===== config.mk =====
export PLATFORM = sky130hd
export DESIGN_NAME = dld_cell
export DESIGN_NICKNAME = d
export VERILOG_FILES = /design/src/dld_pkg.sv /design/src/dld_cell.sv
export SDC_FILE = /design/constraint.sdc
export NUM_CORES = 1
export LEC_CHECK = 0
export BUFFER_PORTS_ARGS = -buffer_cell sky130_fd_sc_hd__buf_2
export CORE_AREA = 2 2 102 104
export CTS_CLUSTER_DIAMETER = 60
export DETAILED_ROUTE_END_ITERATION = 12
export DIE_AREA = 0 0 104 106
export PLACE_DENSITY = 0.56
export SYNTH_ARGS = -nofsm -noshare
export SYNTH_HDL_FRONTEND = slang
export SYNTH_SLANG_ARGS = --single-unit

===== constraint.sdc =====
create_clock -name clk -period 4.5 [get_ports clk]
set_input_delay 0.45 -clock clk [delete_from_list [all_inputs] [get_ports clk]]
set_output_delay 0.45 -clock clk [all_outputs]
set_load 0.005 [all_outputs]

===== src/dld_pkg.sv =====
// Shared types and constants for the doubly linked deque.
package dld_pkg;

    localparam int DLD_DEPTH = 64;
    localparam int VALUE_W   = 32;

    typedef enum logic [2:0] {
        REQ_LIST       = 3'd0,
        REQ_PUSH_FRONT = 3'd1,
        REQ_PUSH_BACK  = 3'd2,
        REQ_POP_FRONT  = 3'd3,
        REQ_POP_BACK   = 3'd4,
        REQ_REMOVE     = 3'd5
    } req_t;

    typedef enum logic [1:0] {
        STAT_OK        = 2'd0,
        STAT_EMPTY     = 2'd1,
        STAT_NOT_FOUND = 2'd2,
        STAT_FULL      = 2'd3
    } status_t;

    // Operation broadcast to every cell of the chain at once.
    typedef enum logic [2:0] {
        OP_HOLD,
        OP_SHL,
        OP_SHR,
        OP_LOAD,
        OP_ROT
    } cell_op_t;

    typedef struct packed {
        cell_op_t            op;
        logic [VALUE_W-1:0]  data;
    } cell_cmd_t;

    typedef enum logic [1:0] {
        ST_IDLE,
        ST_LIST,
        ST_FIND,
        ST_REPORT
    } ctrl_state_t;

endpackage


===== src/dld_cell.sv =====
// One storage cell of the element chain; cell zero holds the head.
module dld_cell #(
    parameter int CNT_W    = 7,
    parameter int CELL_IDX = 0
) (
    input  logic                      clk,
    input  dld_pkg::cell_cmd_t        cmd,
    input  logic [CNT_W-1:0]          tgt,
    input  logic [dld_pkg::VALUE_W-1:0] left_val,
    input  logic [dld_pkg::VALUE_W-1:0] right_val,
    output logic [dld_pkg::VALUE_W-1:0] val
);
    import dld_pkg::*;

    logic [VALUE_W-1:0] val_reg;
    logic [VALUE_W-1:0] val_next;
    logic               is_tgt;

    assign is_tgt = (tgt == CNT_W'(CELL_IDX));

    always_comb
    begin
        case (cmd.op)
            OP_SHL:  val_next = right_val;
            OP_SHR:  val_next = left_val;
            OP_LOAD: val_next = is_tgt ? cmd.data : val_reg;
            // The head wraps around to the tail cell, everything else moves up.
            OP_ROT:  val_next = is_tgt ? cmd.data : right_val;
            default: val_next = val_reg;
        endcase
    end

    always_ff @(posedge clk)
    begin
        val_reg <= val_next;
    end

    assign val = val_reg;

endmodule


==> results by group, run 1 <==
Final layout
  – Layout net count: 460
  – Area of the multi-input gates: ~0.0013 mm^2
  – Reg area: approximately 960 um^2
  – Commonest non-fill, non-tap cell in the layout: buf_2
  – P&R area growth vs syn: 36.1%
  – Antenna fix cells: 0
  – Max FFs per register: 32
  – Most frequent cells in the layout: buf_2 (138), nand2_1 (66), nand4_1 (32), mux2_2 (32), edfxtp_1 (32)
  – Post-route cell area: 0.00328 mm^2
  – Filler cell count in the final layout: around 1,100
  – Share of cells above drive strength 1: ~62%

Floorplanning
  – Initial cell density of the core: 24.1%
  – Core area: 0.0100 mm^2
  – Die Ht: between 100 and 150 um
  – Die ar.: about 0.011 mm^2
  – IO Count: ~140
  – Die W: ~100 um
  – Std cell rows: 37

Setup path
  – Critical Path AT: about 2300 ps
  – CP startpoint: tgt[1]
  – Crit Path Category: primary input to flip-flop
  – Critical Path Sink Type: flip-flop
  – Worst Path Required: ~4400 ps
  – CP startpoint kind: primary input
  – Crit-path max FO: 32

STA
  – Final setup TNS: 0 ps
  – Worst-margin pin slew: between 1000 and 1500 ps
  – Setup violators final: 0
  – Final Cycle Share: 54.3%
  – RSZ-0062 raised after global routing: false
  – Fmax: just over 400 MHz
  – Max Slew Vio Count: 0
  – Hold Vio Cnt, Final: 0
  – Fin crit period: approximately 2400 ps
  – Worst slew margin: between 20% and 30%

Detailed routing
  – Drt drc: 0
  – Drt total wl: between 7000 and 8000 um
  – Post-DRT Antenna Nets: 0
  – Via count: roughly 2,200
  – Via density: about 4.6
  – TritonRoute pass-1 iters: 4
  – Drt initial violations: ~70
  – WL/cell: between 10 and 15 um

Placement
  – IO buf count: roughly 140
  – GPL Wtd Cong: roughly 0.69
  – HPWL Detailed: ~5400 um
  – Dpl cell area: between 0.003 and 0.004 mm^2

CTS
  – CTS Hold Bufs: 0
  – Root Driver: clkbuf_8
  – CTS Sinks: 32
  – Clock H-tree levels: 2
  – CTS resizes: 0
  – Setup Fix Bufs, Post-CTS: 0
  – Longest Clk Path Bufs: 2
  – Inserted Clock Buffers: 5
  – TritonCTS clock tree: built
  – Reg clk slew, reported paths: approximately 70 ps

Global routing
  – Total track usage: around an eighth
  – Initial antenna violation count: 0
  – GRT overflow: 0
  – Maximum number of pins on one net before global-route repair: 37
  – Number of global-route vias before repair: around 2,400
  – First-pass GRT wire length: between 10,000 and 15,000 um

Logic synthesis
  – Multiplexer share of the synthesized area: between 10 and 15%
  – Synth Cell Area: 0.00241 mm^2
  – Flop and latch count out of synthesis: 32
  – Sequential share of the synthesized area: between 30% and 40%
  – Mapped Avg Cell Area: 10.6 um^2
  – Post-synthesis adder-cell area fraction: 0%
  – Ys Warns: 0
  – Largest family of logic cells by synthesized area: simple AND/OR/NAND/NOR gates
  – Synth unique cells: 19
  – Synth Area in Compound Gates: roughly 17%
  – Post-Synth XOR/XNOR Area: 0%
  – Synth Instances: about 230
  – Syn Nets: between 300 and 400
  – Post-synthesis simple-gate area fraction: approximately 22%

Power and ir drop
  – PwrDens: ~260 mW/mm^2
  – Maximum vdd drop: roughly 0.00011 V
  – Overall power: 0.000865 W
  – Static Leak: ~1.4 nW

Job
  – Max-capacitance violation count: 0

Status
  – Outcome: completed

Hold path
  – Worst Hold Class: primary input to flip-flop
  – Hold Crit Start: cmd[19]
metrics by stage:
stage	setup WS, ps	util, %	hold WS (ps)	instances
floorplan	1380	-	703	227
global placement	1750	31.7	804	482
detailed placement	1700	31.7	812	482
CTS	2000	32.8	508	490
global route	1810	32.8	518	490
finish	2060	32.8	518	490
cells by family after synthesis:
kind of cell / after synthesis
and+or+nand+nor: 105
AOI/OAI and AO/OA: 34
muxes: 32
DFF: 32
buffers and inverters: 24
worst paths after layout:
kind                   to  slack (ps)  cells after the start
hold / removal    val[19]         520                      3
setup / recovery  val[24]        2060                      4
where the power goes:
group	leakage, nW	internal, W	total (W)	switching [W]
Clock	0.0552	0.000164	0.000274	0.000110
Combinational	1.06	0.000103	0.000203	0.000100
Sequential	0.307	0.000375	0.000388	0.0000126
cells in the mapped netlist:
master     n  area (um^2)
nor4_4     1         21.3
nor2b_1    1         6.26
nor3_2     1         10.0
buf_12     3         60.1
o211ai_2  30          375
mux2_2    32          360
o211ai_1   2         15.0
edfxtp_1  32          961
a31oi_1    1         6.26
nand2b_1   1         6.26
buf_6      1         11.3
o21ai_0    1         5.00
buf_2     13         65.1
or3_1      1         6.26
nand2_1   66          248
nand4_1   32          200
nor3b_4    1         18.8
and3_1     1         6.26
clkbuf_1   7         26.3
cell type report:
class	count	share of cell area, %
clock inverters	2	1.07
well taps	136	5.19
flip-flops and latches	32	29.3
repair buffers	143	22.2
multi-input cells	171	40.0
clock buffers	6	2.21
critical path: stages:
cell and delay, ps:
buf_2 110, nor3_4 620, nand2_1 200, a31oi_4 930
metal layers:
| layer | GRT usage [%] | vias to the layer above | share of wire (%) |
|---|---|---|---|
| li1 | - | 1113 | - |
| met1 | 16.8 | 1039 | 45 |
| met2 | 23.3 | 90 | 49 |
| met3 | 2.45 | 6 | 5.0 |
| met4 | 3.86 | 0 | 1.1 |
| met5 | 0 | - | 0 |
Note: power is estimated with default switching activity, not from simulation.
==> inputs of run 2 (changes only) <==
==> constraint.sdc (replaced) <==
create_clock -name clk -period 2.6 [get_ports clk]
set_input_delay 0.26 -clock clk [delete_from_list [all_inputs] [get_ports clk]]
set_output_delay 0.26 -clock clk [all_outputs]
set_load 0.005 [all_outputs]
==> run 2 against run 1 <==
Compared with the run above: routed wire length up 7.2%; critical path depth up 1; sequential share of layout area decreased by 0.13 points; worst setup slack got worse by 1000 ps; total power grew 62%; die area is the same; flip-flop and latch count is the same; highest routed layer unchanged.
==> results by group, run 2 (synthesized netlist as in run 1, its figures left out) <==
Status
  – Outcome: completed

Floorplanning
  – Core area: 0.0100 mm^2 (unchanged)
  – Die W: 104 um (unchanged)
  – Initial cell density of the core: 24.1% (unchanged)
  – Die ar.: 0.0110 mm^2 (unchanged)
  – Die Ht: 106 um (unchanged)
  – Std cell rows: 37 (unchanged)
  – IO Count: 139 (unchanged)

CTS
  – TritonCTS clock tree: built
  – Clock H-tree levels: 2 (unchanged)
  – Root Driver: clkbuf_8
  – CTS resizes: 0 (unchanged)
  – Inserted Clock Buffers: 5 (unchanged)
  – Reg clk slew, reported paths: 70 ps (about the same)
  – CTS Sinks: 32 (unchanged)
  – Setup Fix Bufs, Post-CTS: 0 (unchanged)
  – CTS Hold Bufs: 0 (unchanged)
  – Longest Clk Path Bufs: 2 (unchanged)

STA
  – Worst-margin pin slew: 690 ps (-415 ps)
  – Fin crit period: 1580 ps
  – Worst slew margin: 54.0% (+28 points)
  – RSZ-0062 raised after global routing: false
  – Final setup TNS: 0 ps (unchanged)
  – Setup violators final: 0 (unchanged)
  – Final Cycle Share: roughly three fifths
  – Hold Vio Cnt, Final: 0 (unchanged)
  – Max Slew Vio Count: 0 (unchanged)
  – Worst hold margin: 327 ps (-191 ps)
  – Fmax: between 600 and 700 MHz

Power and ir drop
  – Sw frac: 27.8% (+2.1 points)
  – Static Leak: 1.43 nW (+1.2%)
  – Maximum vdd drop: 0.000151 V (+32%)
  – Net Switching: 0.000390 W (+75%)
  – PwrDens: 426 mW/mm^2 (+61%)
  – Register share of total power: 47.4% (+2.6 points)
  – Internal power: 0.00101 W (+58%)
  – Clk pwr share: 26.6% (-5.1 points)
  – Comb pwr share: 26.0% (+2.5 points)

Final layout
  – Layout net count: 466 (+1.3%)
  – Share of cells above drive strength 1: 62.1% (+0.54 points)
  – Reg area: 961 um^2 (unchanged)
  – Max FFs per register: 32 (unchanged)
  – P&R area growth vs syn: 36.7%
  – Antenna fix cells: 0 (unchanged)
  – Most frequent cells in the layout: buf_2 (138), nand2_1 (66), nand4_1 (32), mux2_2 (32), edfxtp_1 (32)
  – Area of the multi-input gates: 0.00131 mm^2 (unchanged)
  – Commonest non-fill, non-tap cell in the layout: buf_2
  – Filler cell count in the final layout: 1,108 (+1.6%)

Setup path
  – Critical Path AT: 1610 ps (-730 ps)
  – Crit Path Category: primary input to flip-flop
  – CP startpoint kind: primary input
  – Critical Path Sink Type: flip-flop
  – Worst Path Required: 2630 ps (-1770 ps)
  – Crit-path max FO: 21 (-34%)

Global routing
  – GRT overflow: 0 (unchanged)
  – Total track usage: 13.9% (+0.59 points)
  – Maximum number of pins on one net before global-route repair: 33 (-11%)
  – First-pass GRT wire length: 12,100 um (+3.2%)
  – Number of global-route vias before repair: 2,489 (+3.3%)
  – Initial antenna violation count: 0 (unchanged)

Placement
  – GPL Wtd Cong: 0.778 (+12%)
  – HPWL Detailed: 5710 um (+6.0%)
  – IO buf count: 138 (unchanged)

Detailed routing
  – Via density: 4.72 (+2.8%)
  – Post-DRT Antenna Nets: 0 (unchanged)
  – Via count: 2,335 (+3.9%)
  – Drt drc: 0 (unchanged)
  – WL/cell: 15.9 um (+6.1%)
  – Drt initial violations: 99 (+46%)
  – TritonRoute pass-1 iters: 4 (unchanged)
  – Drt total wl: 7850 um (+7.2%)

Job
  – Max-capacitance violation count: 0 (unchanged)

Hold path
  – Worst Hold Class: primary input to flip-flop
-- run 2: area by class of cell --
cell class | instances | share of cell area, %
multi-input combinational | 171 | 39.8
sequential | 32 | 29.2
timing repair buffer | 149 | 23.5
tap | 136 | 5.17
clock buffer | 6 | 2.20
clock inverter | 1 | 0.152
-- run 2: path summary, 6_finish.rpt --
kind                  startpoint      end  slack [ps]  cells after the start
worst max-delay path     cmd[32]  val[31]        1020                      5
worst min-delay path     cmd[16]  val[16]         330                      3
-- run 2: power groups by stage --
stage	Clock [W]	Combinational (W)	Sequential [W]
after floorplan	0	0.000161	0.000685
after global placement	0	0.000362	0.000674
after detailed placement	0	0.000368	0.000676
after CTS	0.000386	0.000369	0.000665
after global routing	0.000400	0.000400	0.000670
final	0.000373	0.000365	0.000665
-- run 2: per-stage QoR --
step / cell area (um^2) / utilization [%] / setup WS (ps) / std cells / total power [W]
floorplan: 2410 / - / 323 / 227 / 0.000846
global placement: 3210 / 32.1 / 753 / 488 / 0.00104
detailed placement: 3210 / 32.1 / 701 / 488 / 0.00104
CTS: 3290 / 32.9 / 1010 / 495 / 0.00142
global route: 3290 / 32.9 / 946 / 495 / 0.00147
finish: 3290 / 32.9 / 1020 / 495 / 0.00140
-- run 2: critical path, cell delays in order --
cell      delay [ps]
buf_2            460
buf_4            360
mux2_2           370
nand2_1           80
o211ai_2          70
-- run 2: routing by layer --
layer | wire length [um] | global-route usage, % | share of wire [%] | up-vias
li1 | - | - | - | 1124
met5 | 0 | 0 | 0 | -
met2 | 3840 | 24.4 | 49 | 101
met4 | 111 | 4.15 | 1.4 | 0
met1 | 3320 | 17.0 | 42 | 1100
met3 | 567 | 3.37 | 7.2 | 10
